==> src/hw/rtl/echo_state_reservoir_step_macros.svh <==
// Assertion macros shared by the reservoir step RTL.
// Needs signals named clock and reset in the module that uses them.
`ifndef ECHO_STATE_RESERVOIR_STEP_MACROS_SVH
`define ECHO_STATE_RESERVOIR_STEP_MACROS_SVH

// same-cycle implication
`define ESR_ASSERT_IMP(lbl, ante, cons, msg) \
   lbl: assert property (@(posedge clock) disable iff (reset) (ante) |-> (cons)) \
      else $error(msg);

// next-cycle implication
`define ESR_ASSERT_NXT(lbl, ante, cons, msg) \
   lbl: assert property (@(posedge clock) disable iff (reset) (ante) |=> (cons)) \
      else $error(msg);

`endif

==> src/hw/rtl/esr_pkg.sv <==
// Shared types, action codes and the tanh approximation for the reservoir step.
// No dependencies.
package esr_pkg;

   localparam logic [2:0] ACT_WIN    = 3'd0;
   localparam logic [2:0] ACT_WRES   = 3'd1;
   localparam logic [2:0] ACT_RBIAS  = 3'd2;
   localparam logic [2:0] ACT_WOUT   = 3'd3;
   localparam logic [2:0] ACT_OBIAS  = 3'd4;
   localparam logic [2:0] ACT_CLEAR  = 3'd5;
   localparam logic [2:0] ACT_SAMPLE = 3'd6;

   localparam int JOB_AW = 16;

   typedef struct packed {
      logic [2:0]         action;
      logic [5:0]         row_index;
      logic [5:0]         col_index;
      logic signed [15:0] value;
      logic               last;
   } req_word_type;

   typedef struct packed {
      logic [1:0]         output_index;
      logic signed [15:0] output_value;
      logic               output_last;
   } rsp_word_type;

   // classified item as handed from front to back
   typedef struct packed {
      logic [2:0]         op;
      logic [JOB_AW-1:0]  addr;
      logic signed [15:0] value;
      logic               store;
      logic               step;
   } job_type;

   localparam logic [12:0] TANH_TAB [21] = '{
      13'd0, 13'd1003, 13'd1893, 13'd2602, 13'd3119, 13'd3475, 13'd3707,
      13'd3856, 13'd3949, 13'd4006, 13'd4041, 13'd4062, 13'd4076, 13'd4084,
      13'd4089, 13'd4091, 13'd4093, 13'd4094, 13'd4095, 13'd4095, 13'd4096
   };

   // odd-symmetric tanh, linear interpolation between quarter-unit points
   function automatic logic signed [15:0] tanh_q(input logic signed [15:0] x);
      logic [16:0] a;
      logic [6:0]  idx;
      logic [9:0]  f;
      logic [12:0] t0;
      logic [12:0] t1;
      logic [10:0] d;
      logic [20:0] p;
      logic [12:0] y;
      a   = x[15] ? (17'd0 - {x[15], x}) : {1'b0, x};
      idx = a[16:10];
      f   = a[9:0];
      t0  = TANH_TAB[idx[4:0]];
      t1  = TANH_TAB[5'(idx[4:0] + 5'd1)];
      d   = 11'(t1 - t0);
      p   = 21'(d * f) + 21'd512;
      if (idx >= 7'd20) begin
         y = 13'd4096;
      end else begin
         y = t0 + 13'(p >> 10);
      end
      return x[15] ? (16'sd0 - signed'({3'b000, y})) : signed'({3'b000, y});
   endfunction

endpackage

==> src/hw/rtl/esr_front.sv <==
// Front end: takes request words, range-checks and decodes them into jobs,
// and queues them for the back end. Depends on esr_pkg.
module esr_front #(
   parameter int RES_SIZE = 64,
   parameter int IN_SIZE  = 8,
   parameter int OUT_SIZE = 4
) (
   input  logic                  clock,
   input  logic                  reset,
   input  logic                  req_valid,
   output logic                  req_stall,
   input  esr_pkg::req_word_type req_data,
   output logic                  job_valid,
   input  logic                  job_pop,
   output esr_pkg::job_type      job_data
);
   import esr_pkg::*;

   localparam int DEPTH = 2;

   job_type    q_ff [DEPTH];
   logic       wr_ptr_ff;
   logic       rd_ptr_ff;
   logic [1:0] count_ff;
   job_type    job_in;
   logic       keep;
   logic       push;
   logic       pop;
   int         row;
   int         col;

   always_comb begin
      row           = 32'(req_data.row_index);
      col           = 32'(req_data.col_index);
      job_in.op     = req_data.action;
      job_in.value  = req_data.value;
      job_in.store  = 1'b0;
      job_in.step   = 1'b0;
      job_in.addr   = '0;
      keep          = 1'b0;
      unique case (req_data.action)
         ACT_WIN: begin
            keep        = (row < RES_SIZE) && (col < IN_SIZE);
            job_in.addr = JOB_AW'(row * IN_SIZE + col);
         end
         ACT_WRES: begin
            keep        = (row < RES_SIZE) && (col < RES_SIZE);
            job_in.addr = JOB_AW'(row * RES_SIZE + col);
         end
         ACT_RBIAS: begin
            keep        = row < RES_SIZE;
            job_in.addr = JOB_AW'(row);
         end
         ACT_WOUT: begin
            keep        = (row < OUT_SIZE) && (col < RES_SIZE);
            job_in.addr = JOB_AW'(row * RES_SIZE + col);
         end
         ACT_OBIAS: begin
            keep        = row < OUT_SIZE;
            job_in.addr = JOB_AW'(row);
         end
         ACT_CLEAR: begin
            keep = 1'b1;
         end
         ACT_SAMPLE: begin
            job_in.store = col < IN_SIZE;
            job_in.step  = req_data.last;
            job_in.addr  = JOB_AW'(col);
            keep         = job_in.store || job_in.step;
         end
         default: begin
            keep = 1'b0;
         end
      endcase
   end

   assign req_stall = count_ff == 2'(DEPTH);
   assign push      = req_valid && !req_stall && keep;
   assign pop       = job_pop && job_valid;
   assign job_valid = count_ff != 2'd0;
   assign job_data  = q_ff[rd_ptr_ff];

   always_ff @(posedge clock) begin
      if (push) begin
         q_ff[wr_ptr_ff] <= job_in;
      end
   end

   always_ff @(posedge clock) begin
      if (reset) begin
         wr_ptr_ff <= 1'b0;
         rd_ptr_ff <= 1'b0;
         count_ff  <= 2'd0;
      end else begin
         if (push) wr_ptr_ff <= !wr_ptr_ff;
         if (pop)  rd_ptr_ff <= !rd_ptr_ff;
         count_ff <= count_ff + 2'(push) - 2'(pop);
      end
   end

`include "echo_state_reservoir_step_macros.svh"
   `ESR_ASSERT_IMP(a_count_bound, 1'b1, count_ff <= 2'(DEPTH), "queue count overflow")
   `ESR_ASSERT_NXT(a_push_count, push && !pop, count_ff == $past(count_ff) + 2'd1, "push lost")
   `ESR_ASSERT_NXT(a_pop_count, pop && !push, count_ff == $past(count_ff) - 2'd1, "pop lost")

endmodule

==> config.mk <==
export PLATFORM = sky130hd
export DESIGN_NAME = esr_front
export DESIGN_NICKNAME = d
export VERILOG_FILES = /design/src/hw/rtl/esr_pkg.sv /design/src/hw/rtl/esr_front.sv
export VERILOG_INCLUDE_DIRS = /design/src /design/src/hw/rtl
export SDC_FILE = /design/constraint.sdc
export NUM_CORES = 1
export LEC_CHECK = 0
export BUFFER_PORTS_ARGS = -buffer_cell sky130_fd_sc_hd__buf_2
export CAP_MARGIN = 20
export CORE_MARGIN = 5
export CORE_UTILIZATION = 55
export CTS_CLUSTER_SIZE = 28
export DETAILED_ROUTE_END_ITERATION = 16
export HOLD_SLACK_MARGIN = 0.06
export MAX_ROUTING_LAYER = met4
export PLACE_DENSITY = 0.9
export SLEW_MARGIN = 20
export SYNTH_ARGS = -nofsm -noshare
export SYNTH_HDL_FRONTEND = slang
export SYNTH_SLANG_ARGS = --single-unit
==> constraint.sdc <==
create_clock -name clock -period 8.2 [get_ports clock]
set_input_delay 1.64 -clock clock [delete_from_list [all_inputs] [get_ports clock]]
set_output_delay 1.64 -clock clock [all_outputs]
set_load 0.05 [all_outputs]
==> flow_summary_export.csv, run 1 <==
group,metric,value,unit
setup_path,cp_num_buf_inv,2,
placed_design,place.port_buffers,70,
setup_path,cp.required,8.15,ns
detailed_routing,num_vias,1929,
yosys,syn_inst,219,
grt,grt_max_degree,34,
layout,nFillCells,407,
clock_tree,clk_pin_slew_worst_paths,0.07,ns
power_and_ir_drop,peakVddDrop,0.161,mV
layout,seq_area,0.00208,mm2
layout,finalNonFillerCells,368,
sta,max_freq,297,MHz
detailed_routing,wl,5630,um
sta,tns,0,ns
sta,finClkSkew,0.00901,ns
setup_path,arrival,3.32,ns
power_and_ir_drop,combPwrFrac,0.341,
layout,antenna_cells,0,
yosys,postSynth.asyncResetShare,0,
hold_path,hold_depth,2,
setup_path,path_delay_family,"simple AND/OR/NAND/NOR gates",
yosys,synthTopCellsByCount,"edfxtp_1 (66), mux2_2 (37), nand2_1 (17)",
detailed_routing,post_drt_wl_per_cell,15.3,um
yosys,syn_area,0.00318,mm2
setup_path,critical_path_class,"input pin to flop",
clock_tree,cts.sinks,71,
sta,slew_viol_final,0,
layout,drive_gt1_frac,0.432,
placed_design,placedCellCount,352,
setup_path,r2r_end,"q_ff[0][10]",
detailed_routing,drc,0,
setup_path,ff2ff_setup_slack,6.01,ns
run,drv_cap,0,
yosys,ys_ff_latch,71,
die,chipWidth,86.0,um
clock_tree,postCtsHoldBufs,0,
die,io_pins,75,
yosys,synth.area.top_cells,"edfxtp_1 (62%), mux2_2 (13%), dfxtp_1 (3.2%)",
clock_tree,cts_root_buf,"clkbuf_8",
yosys,yosysMostFrequentCell,"edfxtp_1",
detailed_routing,drt_iter0_drc,96,
clock_tree,clk_path_buf_depth,2,
grt,grt-ovfl-total,0,
grt,first_global_vias,2007,
placed_design,dp_hpwl,3960,um
yosys,synth_warnings,0,
power_and_ir_drop,clock_power_share,0.290,
hold_path,min_path_type,"flop to flop",
grt,grt_pass1_wl,9330,um
layout,fin_util,0.686,
die,fp.dieH,86.0,um
yosys,ys_seq_area_frac,0.656,
grt,antenna_found_initial,0,
sta,holdWs,0.518,ns
clock_tree,cts_resized,0,
setup_path,path_max_fanout,33,
grt,gr-usage-all-layers,0.169,
die,rows,27,
layout,area_delta_synth_final,20.3,%
clock_tree,tritoncts,"yes",
setup_path,worstPathCellList,"buf_2 -> or3_1 -> a21oi_2 -> nor3_2 -> inv_1 -> nor2_4",
detailed_routing,ant_nets,0,
setup_path,reg2reg_from,"count_ff[0]",
yosys,synth_edf_count,66,
placed_design,routabilityCongestion,0.831,
clock_tree,clk_latency,0.33,ns
power_and_ir_drop,powerDensity,316,mW/mm2
power_and_ir_drop,sw_frac_of_total,0.348,
sta,setup_violations,0,
sta,fin_crit,3.37,ns
yosys,synth_top_area_cell,"edfxtp_1",
detailed_routing,viasPerCell,5.24,
sta,worstMarginPinSlew,0.920,ns
sta,hold_viol,0,
power_and_ir_drop,p_total,1.21,mW
power_and_ir_drop,leakagePower,1.48,nW
sta,finalCritPeriodShare,0.411,
hold_path,min_from,"rd_ptr_ff",
die,start_util,0.570,
setup_path,cp-start-kind,"input pin",
yosys,syn_area_per_cell,14.5,um2
die,dieArea,0.00739,mm2
clock_tree,ctsHtreeMaxLevel,3,
clock_tree,post_cts_buffers,0,
clock_tree,cts_buffers,9,
setup_path,reg2reg_depth,5,
setup_path,slowest_delay,0.71,ns
status,status,"finished, final reports clean",
sta,rsz0062_at_grt,"no",
layout,nets,333,
yosys,synth.distinct_cells,36,
setup_path,end_kind,"flop",
yosys,synth_ff_type,"edfxtp_1",
power_and_ir_drop,internal-power,788,uW
die,core,0.00557,mm2
detailed_routing,firstDrtPassIters,4,
sta,slew_headroom,0.385,
yosys,synth_top_area_frac,0.624,
power_and_ir_drop,seqPwrFrac,0.369,
power_and_ir_drop,p_sw,420,uW
setup_path,slowest_stage,"nor2_4",
layout,multiInputGateArea,0.00100,mm2
worst max-delay path by stage:
stage / to / depth (start not counted) / from
floorplan: q_ff[0][0] / 6 / req_data[31]
global placement: q_ff[0][16] / 6 / req_data[31]
detailed placement: q_ff[0][12] / 6 / req_data[31]
CTS: q_ff[0][33] / 6 / req_data[31]
global route: q_ff[0][33] / 6 / req_data[31]
finish: q_ff[0][10] / 6 / req_data[31]
layout by cell type, fill, tap and decap left out, types with 4 or more instances in the layout:
cell	netlist	final
nor2_1	10	9
nor2b_1	5	5
conb_1	1	4
o21ai_0	13	13
dfxtp_1	5	5
nand2_1	17	17
bufinv_16	0	4
ha_1	5	5
clkbuf_8	0	9
buf_2	4	70
xnor2_1	4	4
and2_1	4	4
edfxtp_1	66	66
inv_1	6	6
a22oi_1	4	4
mux2_2	37	37
per-stage QoR:
stage | area (um2) | setup slack [ns]
global route | 3820 | 4.65
detailed placement | 3560 | 4.44
finish | 3820 | 4.83
floorplan | 3190 | 4.14
CTS | 3820 | 4.80
global placement | 3560 | 4.51
power groups by stage:
stage	Sequential [mW]	Combinational (mW)	Clock, mW
floorplan	0.451	0.337	0
global placement	0.452	0.411	0
detailed placement	0.454	0.416	0
CTS	0.447	0.417	0.356
global route	0.449	0.437	0.371
finish	0.446	0.412	0.350
final cells by class:
class | count | area share
flip-flops and latches | 71 | 0.545
repair buffers | 72 | 0.0956
inverters | 6 | 0.00589
clock inverters | 7 | 0.0354
clock buffers | 9 | 0.0324
well taps | 72 | 0.0236
multi-input cells | 131 | 0.262
flip-flops by register name (all words and copies together) (netlist names), named ones only:
| register | count |
|---|---|
| rd_ptr_ff | 1 |
| wr_ptr_ff | 1 |
| q_ff | 66 |
| count_ff | 2 |
logic make-up (layout without fill, tap and decap cells):
group	after synthesis	count (layout)	synth area share
other	1	4	0.00118
AOI/OAI and AO/OA	24	24	0.0441
buffers and inverters	20	94	0.0347
DFF	71	71	0.656
adders and majority gates	6	6	0.0260
xor gates and xnor gates	7	7	0.0193
and+or+nand+nor	51	51	0.0816
muxes	39	39	0.138
worst reg2reg max path: cells and delay by family (launching register included):
kind,cells,cell delay [ns]
DFF,1,0.36
buffers and inverters,1,0.13
and+or+nand+nor,4,1.31
layer usage:
layer,wire length (um),vias to the layer above,track usage,part of all wire
li1,-,940,-,-
met3,354,8,0.0317,0.063
met4,127,0,0.0748,0.023
met2,2750,73,0.273,0.49
met1,2400,908,0.206,0.43
met5,0,-,-,0
Note: power is estimated with default switching activity, not from simulation.
==> run 2, diff against run 1 <==
--- a/config.mk
+++ b/config.mk
@@ -9,12 +9,12 @@
 export BUFFER_PORTS_ARGS = -buffer_cell sky130_fd_sc_hd__buf_2
 export CAP_MARGIN = 20
 export CORE_MARGIN = 5
-export CORE_UTILIZATION = 55
+export CORE_UTILIZATION = 48
 export CTS_CLUSTER_SIZE = 28
 export DETAILED_ROUTE_END_ITERATION = 16
 export HOLD_SLACK_MARGIN = 0.06
 export MAX_ROUTING_LAYER = met4
-export PLACE_DENSITY = 0.9
+export PLACE_DENSITY = 0.84
 export SLEW_MARGIN = 20
 export SYNTH_ARGS = -nofsm -noshare
 export SYNTH_HDL_FRONTEND = slang
==> constraint.sdc (replaced) <==
create_clock -name clock -period 2.89 [get_ports clock]
set_input_delay 0.578 -clock clock [delete_from_list [all_inputs] [get_ports clock]]
set_output_delay 0.578 -clock clock [all_outputs]
set_load 0.05 [all_outputs]
==> flow_summary_export.csv, run 2 (synthesis results as in run 1) <==
group,metric,value,unit
setup_path,end_kind,"flop",
layout,layout_common_cells,"buf_2 (70), edfxtp_1 (66), mux2_2 (37)",
hold_path,min_path_type,"input pin to flop",
setup_path,slowest_delay,0.39,ns
clock_tree,cts_buffers,9,
layout,final_common_cell,"buf_2",
placed_design,routabilityCongestion,0.812,
sta,layout_setup_ws,0.625,ns
grt,first_global_vias,1935,
clock_tree,cts.sinks,71,
sta,rsz0062_at_grt,"no",
die,chipWidth,91.3,um
sta,slew_viol_final,0,
detailed_routing,num_vias,1949,
clock_tree,cts_resized,0,
grt,grt_max_degree,34,
clock_tree,post_cts_buffers,0,
sta,holdWs,0.435,ns
sta,setup_violations,0,
layout,antenna_cells,0,
grt,gr-usage-all-layers,0.148,
die,start_util,0.497,
grt,grt_pass1_wl,9400,um
layout,drive_gt1_frac,0.441,
die,dieArea,0.00834,mm2
clock_tree,cts_root_buf,"clkbuf_8",
detailed_routing,drc,0,
status,status,"finished, final reports clean",
setup_path,path_delay_family,"buffers and inverters",
sta,worstMarginPinSlew,0.573,ns
power_and_ir_drop,leakagePower,1.46,nW
detailed_routing,viasPerCell,5.21,
sta,hold_viol,0,
power_and_ir_drop,powerDensity,843,mW/mm2
layout,nets,334,
setup_path,cp-start-kind,"input pin",
setup_path,path_max_fanout,25,
layout,area_delta_synth_final,19.6,%
sta,finalCritPeriodShare,0.784,
detailed_routing,firstDrtPassIters,4,
run,drv_cap,0,
die,rows,29,
sta,tns,0,ns
power_and_ir_drop,peakVddDrop,0.539,mV
grt,antenna_found_initial,0,
setup_path,slowest_stage,"or3b_1",
clock_tree,postCtsHoldBufs,0,
setup_path,cp_num_buf_inv,3,
clock_tree,clk_pin_slew_worst_paths,0.08,ns
sta,fin_crit,2.27,ns
placed_design,pre_cts_slack,0.270,ns
setup_path,arrival,2.49,ns
die,io_pins,75,
sta,finClkSkew,0.00563,ns
setup_path,cp.required,3.12,ns
clock_tree,clk_latency,0.33,ns
clock_tree,ctsHtreeMaxLevel,3,
layout,largest_reg_flops,66,
clock_tree,tritoncts,"yes",
sta,max_freq,441,MHz
placed_design,place.port_buffers,70,
detailed_routing,post_drt_wl_per_cell,15.5,um
grt,grt-ovfl-total,0,
setup_path,worstPathCellList,"buf_2 -> or3b_1 -> a21oi_1 -> nor3_2 -> inv_1 -> ha_1 -> inv_1 -> ha_1 -> xor2_1 -> xnor2_1 -> nor2_1",
sta,slew_headroom,0.613,
setup_path,critical_path_class,"input pin to flop",
detailed_routing,wl,5790,um
detailed_routing,ant_nets,0,
layout,top_regs,"q_ff: 66 flops, count_ff: 2 flops",
die,core,0.00639,mm2
layout,regMostFlops,"q_ff",
clock_tree,clk_path_buf_depth,2,
die,fp.dieH,91.3,um
placed_design,dp_hpwl,4010,um
power_and_ir_drop,p_total,3.20,mW
detailed_routing,drt_iter0_drc,119,
-- run 2: cell count changes in the layout (fill, tap and decap cells not counted) --
cell        before  now
buf_4            2    1
buf_12           0    2
clkinv_1         2    0
clkinvlp_4       1    2
inv_6            0    1
clkinv_2         0    2
bufinv_16        4    1
clkinv_4         0    1
-- run 2: cell type report --
| type | instances | area [um2] |
|---|---|---|
| clock buffers | 9 | 124 |
| clock inverters | 7 | 72.6 |
| fillers | 515 | 2590 |
| inverters | 6 | 22.5 |
| multi-input cells | 131 | 1000 |
| flip-flops and latches | 71 | 2080 |
| well taps | 77 | 96.3 |
| repair buffers | 73 | 398 |
-- run 2: worst paths after layout --
kind                                    from          end  slack (ns)  cells after the start
worst max-delay path            req_data[31]  count_ff[1]        0.62                     11
worst min-delay path             req_data[1]   q_ff[1][2]        0.44                      1
worst max register to register   count_ff[0]  count_ff[1]        0.85                     10
worst min register to register     rd_ptr_ff         flop        0.52                      2
-- run 2: stage by stage --
stage                     instance area [um2]  utilization  cells
after floorplan                          3190            -    222
after global placement                   3600        0.564    358
after detailed placement                 3600        0.564    358
after CTS                                3800        0.595    374
after global routing                     3800        0.595    374
final                                    3800        0.595    374
-- run 2: worst reg2reg max path, stage by stage (launching register included) --
cell and delay, ns:
dfxtp_1 0.35, and2b_4 0.19, nand3b_1 0.16, nor3_2 0.25, inv_1 0.12, ha_1 0.30
inv_1 0.05, ha_1 0.15, xor2_1 0.19, xnor2_1 0.13, nor2_1 0.05
-- run 2: report_power, final --
part	internal (mW)	switching [mW]	total [mW]
clock	0.399	0.355	0.755
combinational	0.354	0.830	1.18
sequential	1.24	0.0276	1.26
-- run 2: layer usage --
layer	GRT usage	wire length (um)
met2	0.234	2910
met4	0.0550	63
met5	-	0
met3	0.0455	383
met1	0.178	2430
==> run 3, diff against run 2 <==
--- a/config.mk
+++ b/config.mk
@@ -6,6 +6,7 @@
 export SDC_FILE = /design/constraint.sdc
 export NUM_CORES = 1
 export LEC_CHECK = 0
+export ABC_AREA = 1
 export BUFFER_PORTS_ARGS = -buffer_cell sky130_fd_sc_hd__buf_2
 export CAP_MARGIN = 20
 export CORE_MARGIN = 5
@@ -14,7 +15,7 @@
 export DETAILED_ROUTE_END_ITERATION = 16
 export HOLD_SLACK_MARGIN = 0.06
 export MAX_ROUTING_LAYER = met4
-export PLACE_DENSITY = 0.84
+export PLACE_DENSITY = 0.85
 export SLEW_MARGIN = 20
 export SYNTH_ARGS = -nofsm -noshare
 export SYNTH_HDL_FRONTEND = slang
==> constraint.sdc (replaced) <==
create_clock -name clock -period 2.08 [get_ports clock]
set_input_delay 0.416 -clock clock [delete_from_list [all_inputs] [get_ports clock]]
set_output_delay 0.416 -clock clock [all_outputs]
set_load 0.05 [all_outputs]
==> flow_summary_export.csv, run 3 <==
group,metric,value,unit
hold_path,min_path_type,"input pin to flop",
clock_tree,postCtsHoldBufs,0,
setup_path,reg2reg_depth,11,
yosys,synth.distinct_cells,24,
setup_path,slowest_delay,0.38,ns
setup_path,cp_num_buf_inv,2,
grt,gr-usage-all-layers,0.142,
detailed_routing,post_drt_wl_per_cell,14.8,um
clock_tree,clk_path_buf_depth,2,
yosys,synth.area.top_cells,"edfxtp_1 (64%), mux2_2 (12%), dfxtp_1 (3.3%)",
clock_tree,clk_latency,0.33,ns
die,chipWidth,90.0,um
setup_path,r2r_end,"count_ff[1]",
yosys,syn_area_per_cell,14.0,um2
setup_path,end_kind,"output pin",
layout,finalNonFillerCells,382,
grt,grt-ovfl-total,0,
placed_design,place.port_buffers,70,
yosys,yosysMostFrequentCell,"edfxtp_1",
die,fp.dieH,90.0,um
die,dieArea,0.00811,mm2
layout,multiInputGateArea,867,um2
detailed_routing,num_vias,1911,
layout,layout_common_cells,"buf_2 (70), edfxtp_1 (66), mux2_2 (33)",
sta,finalCritPeriodShare,0.921,
setup_path,critical_path_class,"flop to output pin",
die,core,0.00628,mm2
power_and_ir_drop,peakVddDrop,0.688,mV
hold_path,min_from,"reset",
detailed_routing,viasPerCell,5.00,
setup_path,ff2ff_setup_slack,0.31,ns
placed_design,place_area,0.00356,mm2
layout,final_common_cell,"buf_2",
layout,design_area,0.00377,mm2
yosys,ys_seq_area_frac,0.677,
setup_path,path_max_fanout,33,
layout,top_regs,"q_ff: 66 flops, count_ff: 2 flops",
sta,max_freq,522,MHz
yosys,synth_warnings,0,
yosys,syn_area,0.00307,mm2
setup_path,slowest_stage,"mux2_2",
sta,finClkSkew,0.00869,ns
yosys,syn_inst,220,
clock_tree,cts_buffers,9,
hold_path,hold_depth,2,
detailed_routing,wl,5650,um
layout,seq_area,0.00208,mm2
clock_tree,tritoncts,"yes",
setup_path,path_delay_family,"buffers and inverters",
setup_path,cp.required,1.66,ns
layout,antenna_cells,0,
yosys,synthTopCellsByCount,"edfxtp_1 (66), mux2_2 (33), inv_1 (24), nand2_1 (24), nor2_1 (12)",
clock_tree,cts_resized,0,
sta,setup_violations,0,
yosys,synth_ff_type,"edfxtp_1",
layout,regMostFlops,"q_ff",
setup_path,crit_cells,3,
power_and_ir_drop,leakagePower,1.55,nW
layout,area_delta_synth_final,22.5,%
grt,first_global_vias,1883,
layout,nets,342,
yosys,synth_top_area_cell,"edfxtp_1",
setup_path,worstPathCellList,"buf_12 -> mux2_2 -> buf_2",
sta,slew_viol_final,0,
die,start_util,0.490,
clock_tree,ctsHtreeMaxLevel,3,
clock_tree,cts.sinks,71,
sta,rsz0062_at_grt,"no",
detailed_routing,drc,0,
power_and_ir_drop,p_total,4.49,mW
setup_path,arrival,1.50,ns
yosys,ys_ff_latch,71,
detailed_routing,ant_nets,0,
clock_tree,post_cts_buffers,0,
detailed_routing,drt_iter0_drc,72,
setup_path,cp-start-kind,"flop",
grt,grt_pass1_wl,8950,um
placed_design,placedCellCount,366,
yosys,synth_edf_count,66,
status,status,"finished, final reports clean",
yosys,postSynth.asyncResetShare,0,
hold_path,whs_endpoint,"count_ff[0]",
placed_design,dp_hpwl,3910,um
die,io_pins,75,
detailed_routing,firstDrtPassIters,4,
sta,hold_viol,0,
clock_tree,clk_pin_slew_worst_paths,0.08,ns
die,rows,29,
clock_tree,cts_root_buf,"clkbuf_8",
grt,grt_max_degree,34,
run,drv_cap,0,
layout,nFillCells,498,
yosys,synth_top_area_frac,0.645,
setup_path,reg2reg_from,"count_ff[0]",
layout,largest_reg_flops,66,
power_and_ir_drop,powerDensity,1190,mW/mm2
grt,antenna_found_initial,0,
placed_design,routabilityCongestion,0.962,
sta,fin_crit,1.92,ns
layout,drive_gt1_frac,0.430,
sta,tns,0,ns
[run 3: changes by cell type after synthesis, sizes merged, moves of 3 or more]
cell    delta
nand3      +9
inv       +19
nor2b      -5
a22oi      -4
xnor2      -3
xor2       -3
nor2       +4
o21ai      -6
nor3       -3
nand2     +12
and2       -4
mux2       -4
clkbuf     -4
[run 3: per-stage QoR]
step	util	hold WS, ns	worst slack [ns]
detailed placement	0.567	0.442	0.0878
CTS	0.600	0.236	0.136
global route	0.600	0.239	0.107
global placement	0.567	0.438	0.150
finish	0.600	0.249	0.165
floorplan	-	0.425	0.187
[run 3: worst reg2reg max path: cells and delay by family, from the launching register on]
family                     cells  cell delay [ns]
adders and majority gates      2             0.47
AOI/OAI and AO/OA              2             0.23
buffers and inverters          2             0.09
and+or+nand+nor                4             0.39
xor gates and xnor gates       1             0.14
DFF                            1             0.34
[run 3: layout make-up]
type | count | share of cell area
inverters | 25 | 0.0249
repair buffers | 74 | 0.111
well taps | 77 | 0.0256
multi-input cells | 119 | 0.230
clock buffers | 9 | 0.0329
flip-flops and latches | 71 | 0.553
clock inverters | 7 | 0.0229
[run 3: how the worst max path moves through the flow]
stage / start / to
after global routing: flop / job_data[34]
after floorplan: req_data[31] / q_ff[1][0]
after detailed placement: req_data[31] / count_ff[1]
final: flop / job_data[34]
after CTS: flop / job_data[34]
after global placement: req_data[31] / count_ff[1]
[run 3: cell families (layout without fill, tap and decap cells)]
group | after synthesis | in the layout | synth area share
buffers and inverters | 33 | 115 | 0.0468
adder cells (fa/ha/maj) | 6 | 6 | 0.0269
multiplexers | 33 | 33 | 0.121
other | 1 | 4 | 0.00122
AND/OR/NAND/NOR | 56 | 56 | 0.0891
flip-flops | 71 | 71 | 0.677
XOR/XNOR | 1 | 1 | 0.00285
AO/OA/AOI/OAI | 19 | 19 | 0.0350
[run 3: layer usage]
layer	vias to the layer above	wire length [um]	share of wire	global-route usage
li1	936	-	-	-
met1	901	2510	0.44	0.171
met2	69	2710	0.48	0.224
met3	5	372	0.066	0.0467
met4	0	57	0.010	0.0521
met5	-	0	0	-
[run 3: power breakdown]
| group | internal [mW] | total, mW | switching (mW) | leakage [nW] |
|---|---|---|---|---|
| Sequential | 1.72 | 1.76 | 0.0421 | 0.650 |
| Clock | 0.667 | 1.16 | 0.488 | 0.108 |
| Combinational | 0.456 | 1.57 | 1.11 | 0.787 |
| Total | 2.85 | 4.49 | 1.64 | 1.55 |
